## src/sv/tapqm_pkg.sv

```systemverilog
// Shared widths, register codes, reset values and item types for the PID mixer.
package tapqm_pkg;

  localparam int ANGLE_W    = 16;
  localparam int ERR_W      = 17;
  localparam int DIFF_W     = 18;
  localparam int GAIN_W     = 16;
  localparam int GAINS_W    = 48;
  localparam int PWM_W      = 12;
  localparam int STEP_W     = 16;
  localparam int RATE_W     = 12;
  localparam int DR_W       = 30;
  localparam int INTEG_W    = 48;
  localparam int ACC_W      = 64;
  localparam int AXIS_W     = 32;
  localparam int MIX_W      = 35;
  localparam int MPLR_W     = 16;
  localparam int CNT_W      = 4;
  localparam int CFG_IDX_W  = 3;
  localparam int CFG_DATA_W = 48;
  localparam int FRAC_BITS  = 8;
  localparam int OUT_SHIFT  = 8 + FRAC_BITS;

  localparam logic [CNT_W-1:0] MUL16_LAST = CNT_W'(MPLR_W - 1);
  localparam logic [CNT_W-1:0] RATE_LAST  = CNT_W'(RATE_W - 1);

  localparam logic signed [ACC_W-1:0] INTEG_LIM = 64'sh0000_4000_0000_0000;
  localparam logic signed [ACC_W-1:0] AXIS_MAX  = 64'sh0000_0000_7FFF_FFFF;
  localparam logic signed [ACC_W-1:0] AXIS_MIN  = 64'shFFFF_FFFF_8000_0000;

  localparam logic [GAINS_W-1:0] GAINS_PITCH_RST = 48'h0400_0000_0100;
  localparam logic [GAINS_W-1:0] GAINS_ROLL_RST  = 48'h0400_0000_0100;
  localparam logic [GAINS_W-1:0] GAINS_YAW_RST   = 48'h0000_0000_0000;
  localparam logic [PWM_W-1:0]   THROTTLE_RST    = 12'd1400;
  localparam logic [PWM_W-1:0]   CEILING_RST     = 12'd2000;
  localparam logic [STEP_W-1:0]  STEP_RST        = 16'd262;
  localparam logic [RATE_W-1:0]  RATE_RST        = 12'd250;

  typedef enum logic [CFG_IDX_W-1:0] {
    REG_GAINS_PITCH   = 3'd0,
    REG_GAINS_ROLL    = 3'd1,
    REG_GAINS_YAW     = 3'd2,
    REG_BASE_THROTTLE = 3'd3,
    REG_PWM_CEILING   = 3'd4,
    REG_STEP_TIME     = 3'd5,
    REG_LOOP_RATE     = 3'd6
  } reg_idx_t;

  typedef struct packed {
    logic [GAIN_W-1:0] kp;
    logic [GAIN_W-1:0] ki;
    logic [GAIN_W-1:0] kd;
    logic [STEP_W-1:0] step_time;
    logic [RATE_W-1:0] loop_rate;
  } axis_cfg_t;

  typedef struct packed {
    logic signed [ANGLE_W-1:0] meas_pitch;
    logic signed [ANGLE_W-1:0] meas_roll;
    logic signed [ANGLE_W-1:0] meas_yaw;
    logic signed [ANGLE_W-1:0] target_pitch;
    logic signed [ANGLE_W-1:0] target_roll;
    logic signed [ANGLE_W-1:0] target_yaw;
  } in_item_t;

  typedef struct packed {
    logic [PWM_W-1:0] motor_front_right;
    logic [PWM_W-1:0] motor_rear_right;
    logic [PWM_W-1:0] motor_rear_left;
    logic [PWM_W-1:0] motor_front_left;
  } out_item_t;

endpackage

```

## src/sv/tapqm_stream_if.sv

```systemverilog
// Valid/ready stream interface carrying one payload per request.
interface tapqm_stream_if #(parameter type payload_t = logic);
  logic     valid;
  logic     ready;
  payload_t data;

  modport source (output valid, output data, input ready);
  modport sink (input valid, input data, output ready);
endinterface

```

## src/sv/tapqm_axis.sv

```systemverilog
// One PID axis built around a bit-serial shift-and-add multiplier.
module tapqm_axis #(
  parameter int SUM_WIDTH = 32
) (
  input  logic                                       clk,
  input  logic                                       rst_n,
  input  logic                                       start,
  input  logic signed [tapqm_pkg::ANGLE_W-1:0]       meas,
  input  logic signed [tapqm_pkg::ANGLE_W-1:0]       target,
  input  tapqm_pkg::axis_cfg_t                       cfg,
  output logic                                       done,
  output logic signed [tapqm_pkg::AXIS_W-1:0]        result
);
  import tapqm_pkg::*;

  localparam int SW1 = SUM_WIDTH + 1;

  typedef enum logic [3:0] {
    A_IDLE, A_MUL_ST, A_INTEG, A_MUL_RATE, A_LOAD_KP, A_MUL_KP,
    A_LOAD_KI, A_MUL_KI, A_LOAD_KD, A_MUL_KD, A_FINISH
  } astate_t;

  astate_t                     state_r, state_nxt;
  logic                        done_r, done_nxt;
  logic signed [SUM_WIDTH-1:0] sum_r, sum_nxt;
  logic signed [ERR_W-1:0]     last_r, last_nxt;
  logic signed [ERR_W-1:0]     e_r, e_nxt;
  logic signed [INTEG_W-1:0]   integ_r, integ_nxt;
  logic signed [DR_W-1:0]      dr_r, dr_nxt;
  logic signed [ACC_W-1:0]     acc_r, acc_nxt;
  logic signed [ACC_W-1:0]     mcand_r, mcand_nxt;
  logic [MPLR_W-1:0]           mplier_r, mplier_nxt;
  logic [CNT_W-1:0]            cnt_r, cnt_nxt;
  logic signed [AXIS_W-1:0]    result_r, result_nxt;

  logic signed [ERR_W-1:0]     e_in;
  logic signed [SUM_WIDTH:0]   sum_ext;
  logic signed [SUM_WIDTH-1:0] sum_sat;
  logic signed [DIFF_W-1:0]    diff;
  logic signed [ACC_W-1:0]     acc_step;
  logic signed [ACC_W-1:0]     iq;
  logic signed [ACC_W-1:0]     iq_clamped;
  logic signed [ACC_W-1:0]     fq;
  logic signed [ACC_W-1:0]     fq_sat;

  assign e_in    = ERR_W'(target) - ERR_W'(meas);
  assign sum_ext = SW1'(sum_r) + SW1'(e_in);
  assign diff    = DIFF_W'(e_r) - DIFF_W'(last_r);
  assign acc_step = mplier_r[0] ? acc_r + mcand_r : acc_r;

  always_comb begin
    if (sum_ext[SUM_WIDTH] != sum_ext[SUM_WIDTH-1]) begin
      sum_sat = sum_ext[SUM_WIDTH] ? {1'b1, {(SUM_WIDTH-1){1'b0}}}
                                   : {1'b0, {(SUM_WIDTH-1){1'b1}}};
    end else begin
      sum_sat = sum_ext[SUM_WIDTH-1:0];
    end
  end

  always_comb begin
    iq = acc_r >>> STEP_W;
    if (acc_r[ACC_W-1] && (|acc_r[STEP_W-1:0])) begin
      iq = iq + ACC_W'(1);
    end
    if (iq > INTEG_LIM) begin
      iq_clamped = INTEG_LIM;
    end else if (iq < -INTEG_LIM) begin
      iq_clamped = -INTEG_LIM;
    end else begin
      iq_clamped = iq;
    end
  end

  always_comb begin
    fq = acc_r >>> OUT_SHIFT;
    if (acc_r[ACC_W-1] && (|acc_r[OUT_SHIFT-1:0])) begin
      fq = fq + ACC_W'(1);
    end
    if (fq > AXIS_MAX) begin
      fq_sat = AXIS_MAX;
    end else if (fq < AXIS_MIN) begin
      fq_sat = AXIS_MIN;
    end else begin
      fq_sat = fq;
    end
  end

  always_comb begin
    state_nxt  = state_r;
    done_nxt   = 1'b0;
    sum_nxt    = sum_r;
    last_nxt   = last_r;
    e_nxt      = e_r;
    integ_nxt  = integ_r;
    dr_nxt     = dr_r;
    acc_nxt    = acc_r;
    mcand_nxt  = mcand_r;
    mplier_nxt = mplier_r;
    cnt_nxt    = cnt_r;
    result_nxt = result_r;
    case (state_r)
      A_IDLE: begin
        if (start) begin
          e_nxt      = e_in;
          sum_nxt    = sum_sat;
          mcand_nxt  = ACC_W'(sum_sat);
          mplier_nxt = cfg.step_time;
          acc_nxt    = '0;
          cnt_nxt    = MUL16_LAST;
          state_nxt  = A_MUL_ST;
        end
      end
      A_MUL_ST, A_MUL_RATE, A_MUL_KP, A_MUL_KI, A_MUL_KD: begin
        acc_nxt    = acc_step;
        mcand_nxt  = mcand_r <<< 1;
        mplier_nxt = mplier_r >> 1;
        cnt_nxt    = cnt_r - CNT_W'(1);
        if (cnt_r == '0) begin
          case (state_r)
            A_MUL_ST:   state_nxt = A_INTEG;
            A_MUL_RATE: state_nxt = A_LOAD_KP;
            A_MUL_KP:   state_nxt = A_LOAD_KI;
            A_MUL_KI:   state_nxt = A_LOAD_KD;
            default:    state_nxt = A_FINISH;
          endcase
        end
      end
      A_INTEG: begin
        integ_nxt  = iq_clamped[INTEG_W-1:0];
        mcand_nxt  = ACC_W'(diff);
        mplier_nxt = MPLR_W'(cfg.loop_rate);
        acc_nxt    = '0;
        cnt_nxt    = RATE_LAST;
        last_nxt   = e_r;
        state_nxt  = A_MUL_RATE;
      end
      A_LOAD_KP: begin
        dr_nxt     = acc_r[DR_W-1:0];
        mcand_nxt  = ACC_W'(e_r);
        mplier_nxt = cfg.kp;
        acc_nxt    = '0;
        cnt_nxt    = MUL16_LAST;
        state_nxt  = A_MUL_KP;
      end
      A_LOAD_KI: begin
        mcand_nxt  = ACC_W'(integ_r);
        mplier_nxt = cfg.ki;
        cnt_nxt    = MUL16_LAST;
        state_nxt  = A_MUL_KI;
      end
      A_LOAD_KD: begin
        mcand_nxt  = ACC_W'(dr_r);
        mplier_nxt = cfg.kd;
        cnt_nxt    = MUL16_LAST;
        state_nxt  = A_MUL_KD;
      end
      A_FINISH: begin
        result_nxt = fq_sat[AXIS_W-1:0];
        done_nxt   = 1'b1;
        state_nxt  = A_IDLE;
      end
      default: begin
        state_nxt = A_IDLE;
      end
    endcase
  end

  always_ff @(posedge clk) begin
    if (!rst_n) begin
      state_r <= A_IDLE;
      done_r  <= 1'b0;
      sum_r   <= '0;
      last_r  <= '0;
    end else begin
      state_r  <= state_nxt;
      done_r   <= done_nxt;
      sum_r    <= sum_nxt;
      last_r   <= last_nxt;
      e_r      <= e_nxt;
      integ_r  <= integ_nxt;
      dr_r     <= dr_nxt;
      acc_r    <= acc_nxt;
      mcand_r  <= mcand_nxt;
      mplier_r <= mplier_nxt;
      cnt_r    <= cnt_nxt;
      result_r <= result_nxt;
    end
  end

  assign done   = done_r;
  assign result = result_r;

  a_start_idle : assert property (@(posedge clk) disable iff (!rst_n)
    start |-> state_r == A_IDLE)
    else $error("axis started while busy");

  a_done_pulse : assert property (@(posedge clk) disable iff (!rst_n)
    done_r |=> !done_r)
    else $error("axis done held for more than one cycle");

  a_integ_clamped : assert property (@(posedge clk) disable iff (!rst_n)
    state_r == A_MUL_RATE |-> (integ_r <= INTEG_LIM) && (integ_r >= -INTEG_LIM))
    else $error("integral term outside its clamp");

endmodule

```

## src/sv/three_axis_pid_quad_mixer.sv

```systemverilog
// Top level: three-axis PID controller with X-frame quad motor mixer.
//
//   Channel  Direction  Handshake              Payload
//   in_chan  sink       in_chan.valid/ready    measured and target angles, Q8.8
//   out_chan source     out_chan.valid/ready   four clamped motor PWM values
//   cfg_*    write      cfg_we                 cfg_index selects, cfg_data holds
//
// The run time of a request is set by the bit-serial multiplier in each axis: five
// products of 16, 12, 16, 16 and 16 multiplier bits plus load and finish steps.
// The three axes run side by side; a mix step then loads the output register.
// A new request is taken while an earlier result still waits on out_chan.
// Reset is synchronous and active low; it restores the registers and clears the
// integrators and stored errors. A stalled output holds the block in its mix step.
module three_axis_pid_quad_mixer #(
  parameter int SUM_WIDTH = 32
) (
  input  logic                                 clk,
  input  logic                                 rst_n,
  tapqm_stream_if.sink                         in_chan,
  tapqm_stream_if.source                       out_chan,
  input  logic                                 cfg_we,
  input  logic [tapqm_pkg::CFG_IDX_W-1:0]      cfg_index,
  input  logic [tapqm_pkg::CFG_DATA_W-1:0]     cfg_data
);
  import tapqm_pkg::*;

  typedef enum logic [1:0] {T_IDLE, T_RUN, T_MIX} tstate_t;

  tstate_t          state_r, state_nxt;
  logic             out_valid_r, out_valid_nxt;
  out_item_t        out_data_r, out_data_nxt;

  logic [GAINS_W-1:0] gains_pitch_r, gains_roll_r, gains_yaw_r;
  logic [PWM_W-1:0]   base_throttle_r, pwm_ceiling_r;
  logic [STEP_W-1:0]  step_time_r;
  logic [RATE_W-1:0]  loop_rate_r;

  axis_cfg_t                cfg_pitch, cfg_roll, cfg_yaw;
  logic                     start;
  logic [2:0]               done;
  logic signed [AXIS_W-1:0] p_out, r_out, y_out;
  logic signed [MIX_W-1:0]  t_s, p_s, r_s, y_s;
  out_item_t                mixed;

  function automatic logic [PWM_W-1:0] clamp_motor(
    input logic signed [MIX_W-1:0] m,
    input logic [PWM_W-1:0]        lo,
    input logic [PWM_W-1:0]        hi
  );
    logic signed [MIX_W-1:0] lo_s;
    logic signed [MIX_W-1:0] hi_s;
    logic [PWM_W-1:0]        res;
    lo_s = MIX_W'(lo);
    hi_s = MIX_W'(hi);
    if (m < lo_s) begin
      res = lo;
    end else if (m > hi_s) begin
      res = hi;
    end else begin
      res = m[PWM_W-1:0];
    end
    return res;
  endfunction

  always_ff @(posedge clk) begin
    if (!rst_n) begin
      gains_pitch_r   <= GAINS_PITCH_RST;
      gains_roll_r    <= GAINS_ROLL_RST;
      gains_yaw_r     <= GAINS_YAW_RST;
      base_throttle_r <= THROTTLE_RST;
      pwm_ceiling_r   <= CEILING_RST;
      step_time_r     <= STEP_RST;
      loop_rate_r     <= RATE_RST;
    end else if (cfg_we) begin
      case (reg_idx_t'(cfg_index))
        REG_GAINS_PITCH:   gains_pitch_r   <= cfg_data[GAINS_W-1:0];
        REG_GAINS_ROLL:    gains_roll_r    <= cfg_data[GAINS_W-1:0];
        REG_GAINS_YAW:     gains_yaw_r     <= cfg_data[GAINS_W-1:0];
        REG_BASE_THROTTLE: base_throttle_r <= cfg_data[PWM_W-1:0];
        REG_PWM_CEILING:   pwm_ceiling_r   <= cfg_data[PWM_W-1:0];
        REG_STEP_TIME:     step_time_r     <= cfg_data[STEP_W-1:0];
        REG_LOOP_RATE:     loop_rate_r     <= cfg_data[RATE_W-1:0];
        default: ;
      endcase
    end
  end

  assign cfg_pitch = '{kp: gains_pitch_r[47:32], ki: gains_pitch_r[31:16],
                       kd: gains_pitch_r[15:0], step_time: step_time_r,
                       loop_rate: loop_rate_r};
  assign cfg_roll  = '{kp: gains_roll_r[47:32], ki: gains_roll_r[31:16],
                       kd: gains_roll_r[15:0], step_time: step_time_r,
                       loop_rate: loop_rate_r};
  assign cfg_yaw   = '{kp: gains_yaw_r[47:32], ki: gains_yaw_r[31:16],
                       kd: gains_yaw_r[15:0], step_time: step_time_r,
                       loop_rate: loop_rate_r};

  assign in_chan.ready = (state_r == T_IDLE);
  assign start         = in_chan.valid && (state_r == T_IDLE);

  tapqm_axis #(.SUM_WIDTH(SUM_WIDTH)) u_pitch (
    .clk    (clk),
    .rst_n  (rst_n),
    .start  (start),
    .meas   (in_chan.data.meas_pitch),
    .target (in_chan.data.target_pitch),
    .cfg    (cfg_pitch),
    .done   (done[0]),
    .result (p_out)
  );

  tapqm_axis #(.SUM_WIDTH(SUM_WIDTH)) u_roll (
    .clk    (clk),
    .rst_n  (rst_n),
    .start  (start),
    .meas   (in_chan.data.meas_roll),
    .target (in_chan.data.target_roll),
    .cfg    (cfg_roll),
    .done   (done[1]),
    .result (r_out)
  );

  tapqm_axis #(.SUM_WIDTH(SUM_WIDTH)) u_yaw (
    .clk    (clk),
    .rst_n  (rst_n),
    .start  (start),
    .meas   (in_chan.data.meas_yaw),
    .target (in_chan.data.target_yaw),
    .cfg    (cfg_yaw),
    .done   (done[2]),
    .result (y_out)
  );

  always_comb begin
    t_s = MIX_W'(base_throttle_r);
    p_s = MIX_W'(p_out);
    r_s = MIX_W'(r_out);
    y_s = MIX_W'(y_out);
    mixed.motor_front_right = clamp_motor(t_s - p_s + r_s - y_s,
                                          base_throttle_r, pwm_ceiling_r);
    mixed.motor_rear_right  = clamp_motor(t_s + p_s + r_s + y_s,
                                          base_throttle_r, pwm_ceiling_r);
    mixed.motor_rear_left   = clamp_motor(t_s + p_s - r_s - y_s,
                                          base_throttle_r, pwm_ceiling_r);
    mixed.motor_front_left  = clamp_motor(t_s - p_s - r_s + y_s,
                                          base_throttle_r, pwm_ceiling_r);
  end

  always_comb begin
    state_nxt     = state_r;
    out_data_nxt  = out_data_r;
    out_valid_nxt = out_valid_r && !out_chan.ready;
    case (state_r)
      T_IDLE: begin
        if (start) begin
          state_nxt = T_RUN;
        end
      end
      T_RUN: begin
        if (done[0]) begin
          state_nxt = T_MIX;
        end
      end
      T_MIX: begin
        if (!out_valid_r || out_chan.ready) begin
          out_data_nxt  = mixed;
          out_valid_nxt = 1'b1;
          state_nxt     = T_IDLE;
        end
      end
      default: begin
        state_nxt = T_IDLE;
      end
    endcase
  end

  always_ff @(posedge clk) begin
    if (!rst_n) begin
      state_r     <= T_IDLE;
      out_valid_r <= 1'b0;
    end else begin
      state_r     <= state_nxt;
      out_valid_r <= out_valid_nxt;
      out_data_r  <= out_data_nxt;
    end
  end

  assign out_chan.valid = out_valid_r;
  assign out_chan.data  = out_data_r;

  a_axes_in_step : assert property (@(posedge clk) disable iff (!rst_n)
    (done[0] == done[1]) && (done[1] == done[2]))
    else $error("axes finished in different cycles");

  a_load_from_mix : assert property (@(posedge clk) disable iff (!rst_n)
    $rose(out_valid_r) |-> $past(state_r == T_MIX))
    else $error("result shown without a mix step");

  a_motor_range : assert property (@(posedge clk) disable iff (!rst_n)
    out_valid_r |->
      ((out_data_r.motor_front_right == base_throttle_r) ||
       (out_data_r.motor_front_right <= pwm_ceiling_r)) &&
      ((out_data_r.motor_rear_right == base_throttle_r) ||
       (out_data_r.motor_rear_right <= pwm_ceiling_r)) &&
      ((out_data_r.motor_rear_left == base_throttle_r) ||
       (out_data_r.motor_rear_left <= pwm_ceiling_r)) &&
      ((out_data_r.motor_front_left == base_throttle_r) ||
       (out_data_r.motor_front_left <= pwm_ceiling_r)))
    else $error("motor value outside its clamp");

endmodule

```

## src/flat_wrapper.sv

```systemverilog
// flat-port wrapper written by rule: the top's interface ports become plain ports
module three_axis_pid_quad_mixer_flat import tapqm_pkg::*;
#(
  parameter int SUM_WIDTH = 32
)
  (clk, rst_n, cfg_we, cfg_index, cfg_data, in_chan_valid, in_chan_data, in_chan_ready, out_chan_valid, out_chan_data, out_chan_ready);
  tapqm_stream_if #(.payload_t(in_item_t)) in_chan_i ();
  tapqm_stream_if #(.payload_t(out_item_t)) out_chan_i ();
  input  logic clk;
  input  logic rst_n;
  input  logic cfg_we;
  input  logic [tapqm_pkg::CFG_IDX_W-1:0] cfg_index;
  input  logic [tapqm_pkg::CFG_DATA_W-1:0] cfg_data;
  input wire logic [$bits(in_chan_i.valid)-1:0] in_chan_valid;
  input wire logic [$bits(in_chan_i.data)-1:0] in_chan_data;
  output wire logic [$bits(in_chan_i.ready)-1:0] in_chan_ready;
  output wire logic [$bits(out_chan_i.valid)-1:0] out_chan_valid;
  output wire logic [$bits(out_chan_i.data)-1:0] out_chan_data;
  input wire logic [$bits(out_chan_i.ready)-1:0] out_chan_ready;
  assign in_chan_i.valid = in_chan_valid;
  assign in_chan_i.data = in_chan_data;
  assign in_chan_ready = in_chan_i.ready;
  assign out_chan_valid = out_chan_i.valid;
  assign out_chan_data = out_chan_i.data;
  assign out_chan_i.ready = out_chan_ready;
  three_axis_pid_quad_mixer #(.SUM_WIDTH(SUM_WIDTH)) u_core (.clk(clk), .rst_n(rst_n), .in_chan(in_chan_i), .out_chan(out_chan_i), .cfg_we(cfg_we), .cfg_index(cfg_index), .cfg_data(cfg_data));
endmodule
```

## config.mk

```make
export PLATFORM = sky130hd
export DESIGN_NAME = three_axis_pid_quad_mixer_flat
export DESIGN_NICKNAME = d
export VERILOG_FILES = /design/src/sv/tapqm_pkg.sv /design/src/sv/tapqm_stream_if.sv /design/src/sv/tapqm_axis.sv /design/src/sv/three_axis_pid_quad_mixer.sv /design/src/flat_wrapper.sv
export SDC_FILE = /design/constraint.sdc
export NUM_CORES = 2
export LEC_CHECK = 0
export BUFFER_PORTS_ARGS = -buffer_cell sky130_fd_sc_hd__buf_2
export CAP_MARGIN = 15
export CORE_MARGIN = 8
export CORE_UTILIZATION = 42
export CTS_CLUSTER_SIZE = 30
export DETAILED_ROUTE_END_ITERATION = 6
export GPL_TIMING_DRIVEN = 0
export HOLD_SLACK_MARGIN = 0.15
export MAX_ROUTING_LAYER = met4
export PLACE_DENSITY_LB_ADDON = 0.3
export SYNTH_ARGS = -nofsm -noshare
export SYNTH_HDL_FRONTEND = slang
export SYNTH_SLANG_ARGS = --single-unit
```

## constraint.sdc

```tcl
create_clock -name clk -period 11.2 [get_ports clk]
set_clock_uncertainty 0.15 [all_clocks]
set_input_delay 1.12 -clock clk [delete_from_list [all_inputs] [get_ports clk]]
set_output_delay 1.12 -clock clk [all_outputs]
set_load 0.005 [all_outputs]
```

# After elaboration in Yosys (flattened, before gate mapping)
# Cells that the tools add are included.
# word_totals
register_bits,1232
inputBits,152
out_inout_bits,50
word_cells,288
# classes
add_sub_neg,28
n_lt_le_gt_ge,20
eq_ne,53
muxes,61
reduce_logical,76
# ops
operator,count
$pmux 64 s6,3
$mux 64,10
$pmux 64 s3,3
$mux 32,9
$pmux 16 s6,3
$add 64x64->64,3
$gt 64x32->1 const B,3
$gt 64x48->1 const B,3
$lt 64x32->1 const B,3
$lt 64x47->1 const B,3
$add 48x2->49 const B,3
$mux 48,3
$gt 35x13->1,4
$lt 35x13->1,4
$add 32x17->33,3
$mux 12,8
$pmux 4 s4,6
$pmux 4 s6,3
$add 35x32->35,2
$sub 35x32->35,2
$add 33x32->34,2
$sub 33x32->34,2
$sub 17x17->18,3
$sub 16x16->17,3
36 further kinds,147

# Longest topological paths before layout
# logic_depth
ltp_word,6
ltp_mapped,47
ltp_nobuf,44

# By module
# A second synthesis with hierarchy kept.
# unflattened
cells_unflattened,9697
area_unflattened_um2,89134.2
# modules_own_cells
module,n_inst,cells_each,area_per_inst_um2,seq_area_each_um2
three_axis_pid_quad_mixer,1,3027,24663.7,5425.2
tapqm_axis at u_core.u_pitch,1,2208,21630.7,9339.0
tapqm_axis at u_core.u_yaw,1,2226,21429.3,9339.0
tapqm_axis at u_core.u_roll,1,2236,21410.5,9339.0

# Worst setup path after synthesis
# OpenSTA, ideal clock, no wires.
# synth_timing
path_type,register to register
startpoint,reg u_core.base_throttle_r[1]
endpoint,"reg u_core.out_data_r, in the netlist u_core.out_chan.data[33] (data pin)"
arrival_time_ps,9126
required_time_ps,10787
path_slack_ps,1661
path_stages_with_launch,43
synth_period_minus_slack_ps,9539
cell_sequence,dfxtp_1 inv_1 fa_1 o21ba_2 o21ai_0 a21oi_1 o21ai_0 a21oi_1 o21ai_0 a21oi_1 o21bai_1 a21oi_1 nor2_1 or2_2 clkbuf_1 nand2_1 xnor2_1 ha_1 [7 not listed] a21oi_1 mux2_2 a2111oi_0 ha_1 and2_1 a21oi_1 o32ai_1 a2111o_1 a2111oi_0 and4b_1 nand4_1 nor4_1 nand4_1 or4_4 o41a_1 buf_2 o22ai_1 a21oi_1
# synth_rtl
element,line_no,text
"start, declared",three_axis_pid_quad_mixer.sv:34,"logic [PWM_W-1:0] base_throttle_r, pwm_ceiling_r;"
"start signal, assigned",three_axis_pid_quad_mixer.sv:79,REG_BASE_THROTTLE: base_throttle_r <= cfg_data[PWM_W-1:0];
"end signal, assigned",three_axis_pid_quad_mixer.sv:184,out_data_r <= out_data_nxt;
"end, declared",three_axis_pid_quad_mixer.sv:31,"out_item_t out_data_r, out_data_nxt;"

==> flow_summary_export.csv <==
group,metric,value,unit
hold_path,holdPathStages,2,
synthesis,synth-main-ff-cell,"edfxtp_1",
hold_path,hold_start,"u_core.gains_roll_r[24]",
critical_path,crit_path_max_incr_delay,0.56,ns
hold_path,worstHoldEndpoint,"u_core.gains_roll_r[24]",
synthesis,synth_common_cells,"1033 x nand2_1, 873 x edfxtp_1, 856 x nor2_1, 784 x ha_1, 719 x a21oi_1",
routing,routedWlPerCell,25.2,µm
floorplan,ios,202,
routing,wirelength,335000,µm
routing,drcViolationCount,23,
timing,hold_violations,0,
critical_path,slowest_stage,"o41a_1",
synthesis,yosysMostFrequentCell,"nand2_1",
timing,finalCritPeriodShare,97.0,%
grt,grt_overflow,0,
clocking,cts_sinks,1232,
critical_path,end_kind,"flop",
clocking,numCtsBuffers,144,
routing,via_per_inst,6.11,
synthesis,synth_area_leader_cell,"edfxtp_1",
synthesis,ys_types,102,
routing,drtPass1Iterations,7,
grt,grt_pass1_wl,489000,µm
clocking,insertion_delay,0.81,ns
place,portBuffers,199,
synthesis,synth.top_cell.area_share,29.4,%
synthesis,syn_inst,9953,
critical_path,crit_family,"compound AO/OA/AOI/OAI gates",
grt,track_usage,28.6,%
routing,vias,81200,
timing,worst_slew_pin_slew,1.34,ns
floorplan,start_util,42.1,%
timing,setup_violations,0,
clocking,clk_pin_slew_worst_paths,0.06,ns
timing,min_period,10.87,ns
clocking,root_buffer,"clkbuf_16",
critical_path,reg2reg_to,"u_core.out_chan.data[29]",
timing,maxSlewViolCount,0,
hold_path,hold_class,"reg -> reg",
pwr,peakVddDrop,167,µV
cells_and_area,nets,11300,
synthesis,synth-seq-cells,1232,
cells_and_area,final_cell_area,0.0996,mm²
grt,grt_pass1_vias,76400,
critical_path,required,11.55,ns
clocking,cts.hold.buffers_added,0,
cells_and_area,layout-drive-gt1-share,6.67,%
cells_and_area,area_growth,11.9,%
place,dpl.hpwl,268000,µm
grt,met1_usage,38.4,%
clocking,cts_buffer_depth,3,
floorplan,die_w,476,µm
timing,fmax,92.0,MHz
synthesis,ys_seq_area_share,37.5,%
flow_run,maxCapViolations,0,
synthesis,yosys_warnings,0,
pwr,leakage,38.8,nW
synthesis,syn-num-nets,10900,
synthesis,synth_edf_count,873,
grt,top_usage_layer,"met2",
routing,drt_iter0_markers,9204,
place,dpl_cell_area,0.0942,mm²
grt,use_met2,43.3,%
floorplan,fp.dieH,476,µm
synthesis,synth_area_leaders,"edfxtp_1 29%, ha_1 11%, dfxtp_1 8.1%",
critical_path,worstSetupStartpointType,"flop",
place,dpl.cell_count,13000,
status,violations,"design-rule violations",
timing,relSlewSlack,10.9,%
critical_path,rr_worst_depth,41,
synthesis,syn_area,0.0890,mm²
critical_path,cp_data_arrival_time,11.21,ns
clocking,cts_tree,"done",
synthesis,synthArstFlopShare,0,%
synthesis,syn_area_per_cell,8.95,µm²
grt,grt_max_degree,55,
cells_and_area,fin_cells,13300,
critical_path,worst-path-buf-inv,3,
critical_path,r2r-start,"u_core.u_pitch.result[0]",
clocking,htreeDepth,4,
critical_path,worst_path_most_repeated_cell,"a21oi_1",
floorplan,die_area,0.227,mm²
pwr,pwr_density_cell,150,mW/mm²
grt,met3_usage,3.87,%
timing,whs,0.315,ns
place,gp_congestion,1.00,
floorplan,placementRows,169,
critical_path,crit_type,"reg -> reg",
status,outcome,"complete, but fails checks",
grt,antenna_found_initial,18,
routing,antenna_left,0,
floorplan,core-area,0.211,mm²
critical_path,r2r_setup_slack,0.33,ns
critical_path,cp_max_fo,10,
cells in the final DEF, fill, tap and decap left out, types with 49 or more instances in the layout:
master and instances:
nand2_1 1033, edfxtp_1 873, nor2_1 849, ha_1 781
a21oi_1 711, o21ai_0 553, inv_1 521, clkbuf_1 402
xnor2_1 368, dfxtp_1 358, a21o_1 320, xor2_1 299
nand3_1 260, a21boi_0 260, buf_2 209, nor3_1 196
clkbuf_16 147, a22oi_1 141, nor2b_1 130, nand2b_1 122
and3_1 106, o21a_1 101, a31oi_1 100, nand4_1 99
o21bai_1 93, a222oi_1 85, a211oi_1 72, and2_1 67
nor4_1 62, a221o_1 62, o211ai_1 58, o22ai_1 52
or3_1 49
final cells by class:
cell class | instances | area [µm²]
tap | 2821 | 3530
timing repair buffer | 240 | 1610
buffer | 422 | 1650
fill | 20200 | 112000
clock inverter | 84 | 1040
sequential | 1232 | 33400
multi-input combinational | 7768 | 52500
clock buffer | 180 | 3900
antenna | 13 | 32.5
inverter | 527 | 1980
routing by layer:
metal | routed length [µm] | vias up | part of all wire, %
li1 | - | 37400 | -
met2 | 146000 | 3801 | 44
met3 | 27700 | 720 | 8.3
met5 | 0 | - | 0
met4 | 16800 | 0 | 5.0
met1 | 144000 | 39200 | 43
what timing repair did:
item                                   CTS  global route
buffers inserted                         2             7
resized for setup                       33            59
pin swaps                                2            12
setup endpoints to repair               48            48
endpoints found under the hold margin    0             0
state kept, by name, summed over array words and instances, names as in the netlist, 48 cells and up:
name / cells
u_core.u_pitch.acc_r: 64
u_core.u_pitch.mcand_r: 64
u_core.u_roll.acc_r: 64
u_core.u_roll.mcand_r: 64
u_core.u_yaw.acc_r: 64
u_core.u_yaw.mcand_r: 64
u_core.gains_pitch_r: 48
u_core.gains_roll_r: 48
u_core.gains_yaw_r: 48
u_core.out_chan.data: 48
u_core.u_pitch.integ_r: 48
u_core.u_roll.integ_r: 48
u_core.u_yaw.integ_r: 48
power breakdown:
group / switching, mW / internal, mW
sequential: 0.276 / 5.32
combinational: 2.83 / 1.57
clock: 2.06 / 2.87
worst reg2reg max path, delay by kind of cell, from the launching register on:
family	cells	cell delay, ns
buf+inv	3	0.55
xor+xnor	1	0.28
fa+ha+maj	4	1.23
simple gates	12	2.84
compound gates	20	4.72
flops	1	0.43
mux	1	0.37
stage by stage:
step	util, %	setup WS, ns	TNS, ns	total power, mW
5_1_grt	47.1	-0.0481	-0.281	15.5
3_5_place_dp	44.5	-2.02	-50.73	9.94
4_1_cts	47.0	0.0235	0	14.9
3_3_place_gp	44.2	-2.10	-54.13	9.86
2_1_floorplan	-	1.66	0	8.54
6_report	47.1	0.334	0	14.9
worst max-delay path by stage:
stage                                    from  cells after the start                  endpoint  slack (ns)
global placement    u_core.base_throttle_r[1]                     44  u_core.out_chan.data[29]       -2.10
detailed placement  u_core.base_throttle_r[1]                     44  u_core.out_chan.data[29]       -2.02
floorplan           u_core.base_throttle_r[1]                     42  u_core.out_chan.data[33]        1.66
global route        u_core.base_throttle_r[0]                     46   u_core.out_chan.data[4]       -0.05
finish               u_core.u_pitch.result[0]                     41  u_core.out_chan.data[29]        0.33
CTS                 u_core.base_throttle_r[0]                     38  u_core.out_chan.data[36]        0.02
kinds of logic (layout without fill, tap and decap cells):
| logic type | after synthesis | count (layout) | synth area share [%] |
|---|---|---|---|
| xor gates and xnor gates | 677 | 677 | 6.67 |
| buffers and inverters | 953 | 1453 | 4.07 |
| and+or+nand+nor | 3213 | 3213 | 17.0 |
| muxes | 37 | 37 | 0.433 |
| AOI/OAI and AO/OA | 3035 | 3035 | 22.8 |
| other | 0 | 13 | 0 |
| DFF | 1232 | 1232 | 37.5 |
| adders and majority gates | 806 | 806 | 11.5 |
No activity file was read; power rests on OpenSTA's default activity.
